### src/hw/rtl/mpd_pkg.sv
// ---------------------------------------------------------------------------
// mpd_pkg
// types and codes shared by the mqtt packet deframer files
// ---------------------------------------------------------------------------
`default_nettype none

package mpd_pkg;

    localparam int unsigned LEN_W = 28;

    // byte role codes
    localparam logic [2:0] ROLE_TYPE       = 3'd0;
    localparam logic [2:0] ROLE_LENGTH     = 3'd1;
    localparam logic [2:0] ROLE_TOPIC_SIZE = 3'd2;
    localparam logic [2:0] ROLE_TOPIC      = 3'd3;
    localparam logic [2:0] ROLE_PAYLOAD    = 3'd4;
    localparam logic [2:0] ROLE_OTHER      = 3'd5;

    localparam logic [3:0] KIND_PUBLISH    = 4'd3;

    localparam logic [LEN_W-1:0] MAX_BODY_RESET = 28'd2048;

    typedef struct packed {
        logic [7:0] data_byte;
        logic [2:0] byte_role;
        logic [3:0] packet_kind;
        logic       first_of_packet;
        logic       last_of_packet;
        logic       publish_valid;
        logic       oversize;
    } t_result;

endpackage

`default_nettype wire

### src/hw/rtl/mpd_parser.sv
// ---------------------------------------------------------------------------
// mpd_parser
// per-byte header/body state machine; result is combinational from the byte
// ---------------------------------------------------------------------------
`default_nettype none

module mpd_parser import mpd_pkg::*; #(
    parameter int MAX_LENGTH_BYTES = 4
) (
    input  wire logic             i_clk,
    input  wire logic             i_rst_n,
    input  wire logic             i_accept,
    input  wire logic [7:0]       i_byte,
    input  wire logic [LEN_W-1:0] i_max_body_length,
    output t_result               o_result
);

    typedef enum logic [2:0] {
        PH_TYPE, PH_LEN, PH_TLEN_HI, PH_TLEN_LO, PH_TOPIC, PH_PAYLOAD, PH_OTHER
    } t_phase;

    localparam logic [2:0] LEN_BYTES = 3'(MAX_LENGTH_BYTES);

    t_phase           r_phase, n_phase;
    logic [3:0]       r_kind, n_kind;
    logic [LEN_W-1:0] r_accum, n_accum;
    logic [2:0]       r_len_cnt, n_len_cnt;
    logic [LEN_W-1:0] r_body_left, n_body_left;
    logic [15:0]      r_topic_size, n_topic_size;
    logic [15:0]      r_topic_left, n_topic_left;
    logic             r_bad, n_bad;

    logic [LEN_W-1:0] len_group;
    logic [LEN_W-1:0] body_rem;
    logic             over_now;

    // 7-bit group placed at its offset
    always_comb begin
        unique case (r_len_cnt[1:0])
            2'd0:    len_group = {21'd0, i_byte[6:0]};
            2'd1:    len_group = {14'd0, i_byte[6:0], 7'd0};
            2'd2:    len_group = {7'd0, i_byte[6:0], 14'd0};
            default: len_group = {i_byte[6:0], 21'd0};
        endcase
    end

    assign body_rem = (r_body_left != '0) ? r_body_left - 28'd1 : '0;
    assign over_now = (r_accum > i_max_body_length);

    always_comb begin
        n_phase      = r_phase;
        n_kind       = r_kind;
        n_accum      = r_accum;
        n_len_cnt    = r_len_cnt;
        n_body_left  = r_body_left;
        n_topic_size = r_topic_size;
        n_topic_left = r_topic_left;
        n_bad        = r_bad;

        o_result.data_byte       = i_byte;
        o_result.byte_role       = ROLE_TYPE;
        o_result.first_of_packet = 1'b0;
        o_result.last_of_packet  = 1'b0;
        o_result.publish_valid   = 1'b0;
        o_result.oversize        = 1'b0;

        unique case (r_phase)
            PH_LEN: begin
                o_result.byte_role = ROLE_LENGTH;
                n_accum   = r_accum | len_group;
                n_len_cnt = r_len_cnt + 3'd1;
                if (!i_byte[7] || (n_len_cnt >= LEN_BYTES)) begin
                    o_result.oversize = (n_accum > i_max_body_length);
                    if (n_accum == '0) begin
                        o_result.last_of_packet = 1'b1;
                        n_phase = PH_TYPE;
                    end else begin
                        n_body_left = n_accum;
                        n_phase = (r_kind == KIND_PUBLISH) ? PH_TLEN_HI : PH_OTHER;
                    end
                end
            end
            PH_TLEN_HI, PH_TLEN_LO, PH_TOPIC, PH_PAYLOAD, PH_OTHER: begin
                n_body_left = body_rem;
                o_result.oversize       = over_now;
                o_result.last_of_packet = (body_rem == '0);
                unique case (r_phase)
                    PH_TLEN_HI: begin
                        o_result.byte_role = ROLE_TOPIC_SIZE;
                        n_topic_size = {i_byte, 8'd0};
                        n_phase      = PH_TLEN_LO;
                    end
                    PH_TLEN_LO: begin
                        o_result.byte_role = ROLE_TOPIC_SIZE;
                        n_topic_size = {r_topic_size[15:8], i_byte};
                        n_topic_left = n_topic_size;
                        if ({12'd0, n_topic_size} > body_rem) begin
                            n_bad = 1'b1;
                        end
                        n_phase = (n_topic_size != '0) ? PH_TOPIC : PH_PAYLOAD;
                    end
                    PH_TOPIC: begin
                        o_result.byte_role = ROLE_TOPIC;
                        n_topic_left = (r_topic_left != '0) ? r_topic_left - 16'd1 : '0;
                        if (n_topic_left == '0) begin
                            n_phase = PH_PAYLOAD;
                        end
                    end
                    PH_PAYLOAD: begin
                        o_result.byte_role = ROLE_PAYLOAD;
                    end
                    default: begin
                        o_result.byte_role = ROLE_OTHER;
                    end
                endcase
                if (body_rem == '0) begin
                    o_result.publish_valid = (r_kind == KIND_PUBLISH) &&
                        (r_phase == PH_TLEN_LO || r_phase == PH_TOPIC ||
                         r_phase == PH_PAYLOAD) && !n_bad && !over_now;
                    n_phase = PH_TYPE;
                end
            end
            default: begin
                // type byte, also taken for the unused phase code
                o_result.first_of_packet = 1'b1;
                n_kind       = i_byte[7:4];
                n_accum      = '0;
                n_len_cnt    = '0;
                n_body_left  = '0;
                n_topic_size = '0;
                n_topic_left = '0;
                n_bad        = 1'b0;
                n_phase      = PH_LEN;
            end
        endcase

        o_result.packet_kind = n_kind;
    end

    always_ff @(posedge i_clk) begin
        if (!i_rst_n) begin
            r_phase      <= PH_TYPE;
            r_kind       <= '0;
            r_accum      <= '0;
            r_len_cnt    <= '0;
            r_body_left  <= '0;
            r_topic_size <= '0;
            r_topic_left <= '0;
            r_bad        <= 1'b0;
        end else if (i_accept) begin
            r_phase      <= n_phase;
            r_kind       <= n_kind;
            r_accum      <= n_accum;
            r_len_cnt    <= n_len_cnt;
            r_body_left  <= n_body_left;
            r_topic_size <= n_topic_size;
            r_topic_left <= n_topic_left;
            r_bad        <= n_bad;
        end
    end

endmodule

`default_nettype wire

### src/hw/rtl/mqtt_packet_deframer.sv
// ---------------------------------------------------------------------------
// mqtt_packet_deframer
// tags each received mqtt 3.1.1 byte with its role inside the packet
// ---------------------------------------------------------------------------
// every byte taken on the slave side gives exactly one word on the master
// side through the output register: the byte itself, its role (type,
// length, topic length, topic, payload, other body), the packet's type
// nibble, start and end markers, a well-formed publish flag on the last
// byte and an oversize flag. the parser decides everything for a byte in
// the cycle it arrives, so a byte can be taken every clock; the output
// register plus one skid word let the input take one more byte after the
// sink stalls, and s_axis_tready drops only while the skid word is full.
// max_body_length is written through i_cfg_we/i_cfg_wdata; a write
// counts for every byte taken after it, also inside a packet.
`default_nettype none

module mqtt_packet_deframer import mpd_pkg::*; #(
    parameter int MAX_LENGTH_BYTES = 4
) (
    input  wire logic             i_clk,
    input  wire logic             i_rst_n,
    // config: max_body_length
    input  wire logic             i_cfg_we,
    input  wire logic [LEN_W-1:0] i_cfg_wdata,
    // input bytes
    input  wire logic             s_axis_tvalid,
    output logic                  s_axis_tready,
    input  wire logic [7:0]       s_axis_tdata,   // [7:0] rx_byte
    // tagged bytes
    output logic                  m_axis_tvalid,
    input  wire logic             m_axis_tready,
    output logic [7:0]            m_axis_tdata,   // [7:0] data_byte
    output logic                  m_axis_tlast,   // last_of_packet
    // [2:0] byte_role, [6:3] packet_kind, [7] first_of_packet,
    // [8] publish_valid, [9] oversize
    output logic [9:0]            m_axis_tuser
);

    logic [LEN_W-1:0] r_max_body;
    t_result          new_result;

    logic    in_accept;
    logic    out_take;

    logic    r_out_valid, n_out_valid;
    logic    r_skid_valid, n_skid_valid;
    t_result r_out, n_out;
    t_result r_skid, n_skid;

    // config register
    always_ff @(posedge i_clk) begin
        if (!i_rst_n) begin
            r_max_body <= MAX_BODY_RESET;
        end else if (i_cfg_we) begin
            r_max_body <= i_cfg_wdata;
        end
    end

    assign s_axis_tready = !r_skid_valid;
    assign in_accept     = s_axis_tvalid && s_axis_tready;
    assign out_take      = r_out_valid && m_axis_tready;

    mpd_parser #(
        .MAX_LENGTH_BYTES (MAX_LENGTH_BYTES)
    ) u_parser (
        .i_clk             (i_clk),
        .i_rst_n           (i_rst_n),
        .i_accept          (in_accept),
        .i_byte            (s_axis_tdata),
        .i_max_body_length (r_max_body),
        .o_result          (new_result)
    );

    // output word plus skid word
    always_comb begin
        n_out_valid  = r_out_valid;
        n_skid_valid = r_skid_valid;
        n_out        = r_out;
        n_skid       = r_skid;
        if (out_take) begin
            if (r_skid_valid) begin
                // skid full means no accept this cycle
                n_out        = r_skid;
                n_skid_valid = 1'b0;
            end else if (in_accept) begin
                n_out = new_result;
            end else begin
                n_out_valid = 1'b0;
            end
        end else if (in_accept) begin
            if (!r_out_valid) begin
                n_out       = new_result;
                n_out_valid = 1'b1;
            end else begin
                n_skid       = new_result;
                n_skid_valid = 1'b1;
            end
        end
    end

    always_ff @(posedge i_clk) begin
        if (!i_rst_n) begin
            r_out_valid  <= 1'b0;
            r_skid_valid <= 1'b0;
        end else begin
            r_out_valid  <= n_out_valid;
            r_skid_valid <= n_skid_valid;
        end
    end

    // payload, no reset
    always_ff @(posedge i_clk) begin
        r_out  <= n_out;
        r_skid <= n_skid;
    end

    assign m_axis_tvalid = r_out_valid;
    assign m_axis_tdata  = r_out.data_byte;
    assign m_axis_tlast  = r_out.last_of_packet;
    assign m_axis_tuser  = {r_out.oversize, r_out.publish_valid, r_out.first_of_packet,
                            r_out.packet_kind, r_out.byte_role};

endmodule

`default_nettype wire

### config.mk
export PLATFORM = sky130hd
export DESIGN_NAME = mqtt_packet_deframer
export DESIGN_NICKNAME = d
export VERILOG_FILES = /design/src/hw/rtl/mpd_pkg.sv /design/src/hw/rtl/mpd_parser.sv /design/src/hw/rtl/mqtt_packet_deframer.sv
export SDC_FILE = /design/constraint.sdc
export NUM_CORES = 1
export LEC_CHECK = 0
export ABC_AREA = 1
export BUFFER_PORTS_ARGS = -buffer_cell sky130_fd_sc_hd__buf_4
export CAP_MARGIN = 0
export CELL_PAD_IN_SITES_DETAIL_PLACEMENT = 1
export CELL_PAD_IN_SITES_GLOBAL_PLACEMENT = 1
export CORE_MARGIN = 5
export CORE_UTILIZATION = 45
export CTS_CLUSTER_DIAMETER = 30
export CTS_CLUSTER_SIZE = 8
export DETAILED_ROUTE_END_ITERATION = 7
export PLACE_DENSITY = 0.87
export SLEW_MARGIN = 20
export SYNTH_ARGS = -nofsm -noshare
export SYNTH_HDL_FRONTEND = slang
export SYNTH_SLANG_ARGS = --single-unit
export TNS_END_PERCENT = 1
### constraint.sdc
create_clock -name i_clk -period 4.6 [get_ports i_clk]
set_clock_uncertainty 0.2 [all_clocks]
set_input_delay 0.46 -clock i_clk [delete_from_list [all_inputs] [get_ports i_clk]]
set_output_delay 0.46 -clock i_clk [all_outputs]
set_load 0.005 [all_outputs]
==> summary.md, run 1 <==
| Metric | Value |
|---|---|
| PnR worst setup slack | `0.932 ns` |
| Top routing layer in use | `met4` |
| Synth Flop Type | `dfxtp_1` |
| Vias | `10541` |
| First-pass GRT wire length | `56800 um` |
| Ant diodes | `0` |
| Worst setup EP type | `flip-flop` |
| Final Setup Violations | `0` |
| Commonest cells in the netlist | `296 x nand2_1, 170 x inv_1, 160 x nor2_1` |
| R2R cell count | `14` |
| Port bufs | `61` |
| Total Routing Usage GR | `27.0%` |
| I/O pin cnt | `62` |
| Final Slew Violations | `0` |
| Synth-to-Final Area Change | `12.4%` |
| Synth top area cells | `dfxtp_1 23%, edfxtp_1 11%, nand2_1 11%` |
| Fmax achieved | `273 MHz` |
| Placer Congestion | `0.913` |
| Cell count after synthesis | `1477` |
| Detail Route Antenna Nets | `0` |
| Clk_lat worst skew | `0.44 ns` |
| Core area | `22700 um^2` |
| Run status | `finished, final reports clean` |
| Pwr Density | `527 nW/um^2` |
| Clock tree buffer depth | `2` |
| Layout cells sized above 1 | `11.3%` |
| Clk sinks | `159` |
| Overall Power | `6160 uW` |
| Sequential element share of the synthesized area | `34.3%` |
| CTS Hold Bufs | `0` |
| Syn Area/Cell | `7.04 um^2` |
| Top cell type's share of synthesized area | `23.3%` |
| Synth Register Bits | `159` |
| Root Buffer | `clkbuf_16` |
| Most common cell in the netlist | `nand2_1` |
| Initial antenna violation count | `0` |
| Final Hold Fails | `0` |
| Avg WL per Cell | `19.5 um` |
| Fin Setup TNS | `0 ns` |
| Tcrit/Tclk final | `79.7%` |
| Peak VDD IR | `0.245 mV` |
| Dominant cell type by area after synthesis | `dfxtp_1` |
| Post-CTS setup buffers | `0` |
| Reg clk slew, reported paths | `0.07 ns` |
| Met2 WL | `17700 um` |
| Cell variety after synth | `47` |
| Worst rel slew slack | `50.7%` |
| WHS Path Cells | `3` |
| Synth Warn # | `0` |
| Layout Cells excl Fill | `1813` |
| Post-synthesis cell area | `10400 um^2` |
| Fin crit period | `3.67 ns` |
| Remaining DRCs | `0` |
| Row count | `55` |
| Critical Path AT | `3.67 ns` |
| CTS resizes | `0` |
| Total congestion overflow | `0` |
| Routed wire length | `35400 um` |
| Number of enable flip-flop cells after synthesis | `38` |
| Slew @ Worst Pin | `0.738 ns` |
| Vias in the first global route | `10871` |
| CTS tree | `yes` |
| Wire length on met1 | `15000 um` |
| Largest net degree at the start of global routing | `58` |
| Dpl ws | `1.06 ns` |
| Die width | `162 um` |
| MaxCap Viol Count | `0` |
| Vias per cell | `5.81` |
| Hold WC Path Type | `primary input to flip-flop` |
| Dpl hpwl | `25700 um` |
| RSZ-0062 raised after global routing | `false` |
| TritonCTS buffer count | `17` |
| Die H | `162 um` |
| Crit Path Class | `flip-flop to flip-flop` |
| CTS H-tree depth | `4` |
| Critical path data required time | `4.60 ns` |
| DR pass1 iterations | `6` |
| Post-synth net total | `1600` |
| Critical path launch point type | `flip-flop` |
| Max FO, Critical Path | `12` |
| Placed Cells incl. Taps | `1781` |
| Async S/R FF share, synth | `0%` |
| Drt initial violations | `603` |
| Initial core utilization | `45.8%` |
| Die ar. | `26300 um^2` |
| Final #Nets | `1638` |
| P_leak | `0.00534 uW` |
| Met3 wire len | `1570 um` |
## through the flow
step                      hold WS, ns  area, um^2  util [%]
after floorplan                 0.237       10400         -
after global placement          0.249       11100      48.7
after detailed placement        0.258       11100      48.7
after CTS                      0.0485       11700      51.4
after global routing           0.0646       11700      51.5
final                          0.0554       11700      51.5
## sequential cells by signal (all words and copies together) (netlist names)
name / cells
u_parser.r_accum: 28
r_skid_valid: 1
m_axis_tvalid: 1
m_axis_tuser: 10
m_axis_tlast: 1
u_parser.r_topic_left: 16
m_axis_tdata: 8
u_parser.r_topic_size: 8
r_skid: 19
u_parser.r_kind: 4
u_parser.r_body_left: 28
r_max_body: 28
u_parser.r_bad: 1
u_parser.r_phase: 3
u_parser.r_len_cnt: 3
## area by class of cell
cell class	count	area, um^2
flip-flops and latches	159	3560
well taps	285	357
repair buffers	73	548
inverters	182	684
fillers	2945	11000
multi-input cells	1082	5910
clock buffers	17	425
clock inverters	15	198
## routing by layer
metal / vias up / GRT usage (%)
met5: - / 0
met4: 0 / 9.73
met3: 76 / 3.86
met2: 294 / 48.2
met1: 5140 / 33.3
li1: 5031 / -
## critical path, cell delays in order (launching register included)
cell and delay, ns:
dfxtp_1 0.41, ha_1 0.49, inv_2 0.22, o21bai_1 0.28, ha_1 0.17, nand2_1 0.05
inv_1 0.06, nand3_1 0.08, nor3_1 0.27, nor4b_1 0.63, nand4_1 0.18, nand4_1 0.16
nand2_1 0.10, nand2_1 0.07, nand2_1 0.05
## cell usage in the layout (no fill, tap or decap), drive strengths merged, types with 2 or more instances in the layout
| master | netlist | final |
|---|---|---|
| nor3 | 18 | 18 |
| nor2 | 182 | 182 |
| o21bai | 8 | 8 |
| clkbuf | 40 | 17 |
| nand3 | 97 | 97 |
| dfxtp | 121 | 121 |
| ha | 82 | 82 |
| nand2 | 311 | 311 |
| o21ai | 131 | 131 |
| a21oi | 155 | 155 |
| o22ai | 6 | 6 |
| xnor2 | 2 | 2 |
| nand3b | 3 | 3 |
| o211ai | 18 | 18 |
| clkinv | 4 | 6 |
| a31o | 2 | 2 |
| a31oi | 10 | 10 |
| edfxtp | 38 | 38 |
| bufinv | 0 | 3 |
| and3 | 2 | 2 |
| o31ai | 5 | 5 |
| clkinvlp | 0 | 2 |
| xor2 | 6 | 6 |
| inv | 178 | 186 |
| buf | 14 | 73 |
| nor4 | 8 | 8 |
| a211oi | 4 | 4 |
| nand4 | 24 | 24 |
## power breakdown
part | internal (uW) | switching, uW
sequential | 1620 | 148
clock | 874 | 670
combinational | 907 | 1940
## logic make-up (layout without fill, tap and decap cells)
kind of cell / Yosys count / in the layout / share of synthesized area, %
DFF: 159 / 159 / 34.3
AOI/OAI and AO/OA: 343 / 343 / 17.8
adders and majority gates: 82 / 82 / 9.86
buffers and inverters: 236 / 287 / 9.09
xor gates and xnor gates: 8 / 8 / 0.674
and+or+nand+nor: 649 / 649 / 28.3
## worst paths after layout
check	from	to	slack, ns
worst max-delay path	u_parser.r_len_cnt[0]$_SDFFE_PN0P_	m_axis_tuser[9]$_DFFE_PP_	0.93
worst min-delay path	i_cfg_wdata[0]	r_max_body[0]$_SDFFE_PN0P_	0.06
worst max register to register	u_parser.r_len_cnt[0]$_SDFFE_PN0P_	m_axis_tuser[9]$_DFFE_PP_	0.93
worst min register to register	r_max_body[4]$_SDFFE_PN0P_	r_max_body[4]$_SDFFE_PN0P_	0.30
Power figures use the tool's default switching activity.
==> run 2: changes to the inputs <==
Settings changed: CORE_UTILIZATION 45 to 41, PLACE_DENSITY 0.87 to 0.83.
Clock period 4.6 ns to 3.2 ns, I/O delays scaled along.
==> summary.md, run 2 (synthesis gave the netlist of run 1 again) <==
| Metric | Value |
|---|---|
| Run status | `finished, violations left` |
| Violated checks | `negative hold slack` |
| Initial antenna violation count | `0` |
| CTS tree | `yes` |
| Vias per cell | `5.63` |
| Critical path launch point type | `flip-flop` |
| Clk_lat worst skew | `0.44 ns` |
| Die ar. | `28700 um^2` |
| Critical path data required time | `3.31 ns` |
| Grt peak-use layer | `met2` |
| Dpl hpwl | `26700 um` |
| Port bufs | `61` |
| Die H | `169 um` |
| Peak VDD IR | `0.310 mV` |
| Row count | `58` |
| Fin Setup TNS | `0 ns` |
| Total congestion overflow | `0` |
| Pwr Density | `729 nW/um^2` |
| Overall Power | `8990 uW` |
| CTS H-tree depth | `4` |
| Reg clk slew, reported paths | `0.07 ns` |
| Core area | `25100 um^2` |
| Layout Utilization | `49.1%` |
| P_leak | `0.00563 uW` |
| Slew @ Worst Pin | `0.744 ns` |
| Tcrit/Tclk final | `98.1%` |
| Clk sinks | `159` |
| Vias in the first global route | `11300` |
| First-pass GRT wire length | `59400 um` |
| Fin crit period | `3.14 ns` |
| Reg2reg setup slack | `0.06 ns` |
| Hold WC Path Type | `primary input to flip-flop` |
| Remaining DRCs | `0` |
| DR pass1 iterations | `5` |
| Final Hold Fails | `1` |
| Top Registers | `r_max_body x28, u_parser.r_accum x28, u_parser.r_body_left x28` |
| Most common cell after layout, fill and taps aside | `nand2_1` |
| Crit Path Class | `flip-flop to flip-flop` |
| Routed wire length | `37300 um` |
| Initial core utilization | `41.4%` |
| I/O pin cnt | `62` |
| Synth-to-Final Area Change | `18.5%` |
| TritonCTS buffer count | `17` |
| Final Setup Violations | `0` |
| Largest net degree at the start of global routing | `54` |
| Drt initial violations | `839` |
| Placer Congestion | `0.926` |
| Clock tree buffer depth | `2` |
| Critical Path AT | `3.25 ns` |
| Max FO, Critical Path | `6` |
| MaxCap Viol Count | `0` |
| Met2 GRT Util | `45.2%` |
| Ant diodes | `0` |
| Total Routing Usage GR | `25.8%` |
| Root Buffer | `clkbuf_16` |
| Fmax achieved | `319 MHz` |
| Final Slew Violations | `0` |
| Final hold slack | `-0.0225 ns` |
| Die width | `169 um` |
| Layout cells sized above 1 | `13.5%` |
| Final #Nets | `1697` |
| Fill cell count | `3224` |
| Worst rel slew slack | `50.4%` |
| Met1 usage | `32.0%` |
| Avg WL per Cell | `19.5 um` |
| Commonest non-fill, non-tap cells in the layout | `293 x nand2_1, 168 x inv_1, 152 x nor2_1, 152 x a21oi_1, 121 x dfxtp_1` |
| Met3 Resource Use GR | `3.19%` |
| Placed Cells incl. Taps | `1850` |
| RSZ-0062 raised after global routing | `true` |
| Worst setup EP type | `flip-flop` |
| Layout Cells excl Fill | `1917` |
| Vias | `10801` |
| Detail Route Antenna Nets | `0` |
[run 2: cell types whose count changed in the layout (fill, tap and decap cells not counted), sizes merged]
cell         before  now
inv             186  189
dlygate4sd3       0   34
bufinv            3    1
buf              73   98
clkinv            6    7
clkinvlp          2    0
[run 2: repair_timing]
item | CTS | global route
gates cloned | 0 | 0
setup endpoints to repair | 1 | 24
gates resized for setup | 1 | 21
pin swaps | 0 | 2
hold buffers | 33 | 1
buffers inserted | 0 | 1
hold endpoints to repair | 29 | 1
[run 2: path summary, 6_finish.rpt]
| kind | end | start | depth (start not counted) |
|---|---|---|---|
| max | m_axis_tuser[9]$_DFFE_PP_ | u_parser.r_len_cnt[0]$_SDFFE_PN0P_ | 17 |
| min reg2reg | u_parser.r_topic_left[1]$_SDFFE_PN0P_ | u_parser.r_topic_left[1]$_SDFFE_PN0P_ | 2 |
| max reg2reg | m_axis_tuser[9]$_DFFE_PP_ | u_parser.r_len_cnt[0]$_SDFFE_PN0P_ | 17 |
| min | r_max_body[18]$_SDFFE_PN0P_ | i_cfg_wdata[18] | 3 |
[run 2: layout make-up]
class	count	area [um^2]	share of cell area, %
inverters	182	684	5.55
well taps	330	413	3.35
clock buffers	17	425	3.45
multi-input cells	1082	5970	48.4
flip-flops and latches	159	3560	28.9
repair buffers	132	1100	8.96
clock inverters	15	165	1.34
[run 2: power by group]
group / internal, uW / total [uW] / switching (uW)
registers: 2330 / 2540 / 210
clock network: 1120 / 2120 / 1010
logic: 1420 / 4330 / 2910
total: 4870 / 8990 / 4120
[run 2: metrics by stage]
step / worst slack, ns / hold WS [ns] / area (um^2)
6_report: 0.0607 / -0.0225 / 12300
5_1_grt: -0.0866 / 0.0337 / 12300
3_5_place_dp: 0.0471 / 0.265 / 11300
2_1_floorplan: 0.344 / 0.219 / 10400
3_3_place_gp: 0.164 / 0.250 / 11300
4_1_cts: 0.0164 / 0.00825 / 12200
[run 2: worst max-delay path, cell delays in order, from the launching register on]
cell	delay, ns
dfxtp_1	0.35
ha_1	0.30
buf_4	0.20
a21oi_1	0.14
inv_1	0.09
ha_1	0.30
nand2_1	0.06
inv_1	0.08
nand3_1	0.14
nor3_4	0.20
nor4b_2	0.22
buf_4	0.17
nand2_1	0.07
nand2_1	0.11
nand4_1	0.11
nand2_1	0.13
nand2_1	0.06
nand2_1	0.07
[run 2: metal layers]
layer | wire length (um) | part of all wire (%)
met5 | 0 | 0
met4 | 1530 | 4.1
met3 | 1610 | 4.3
met2 | 18200 | 49
met1 | 16000 | 43
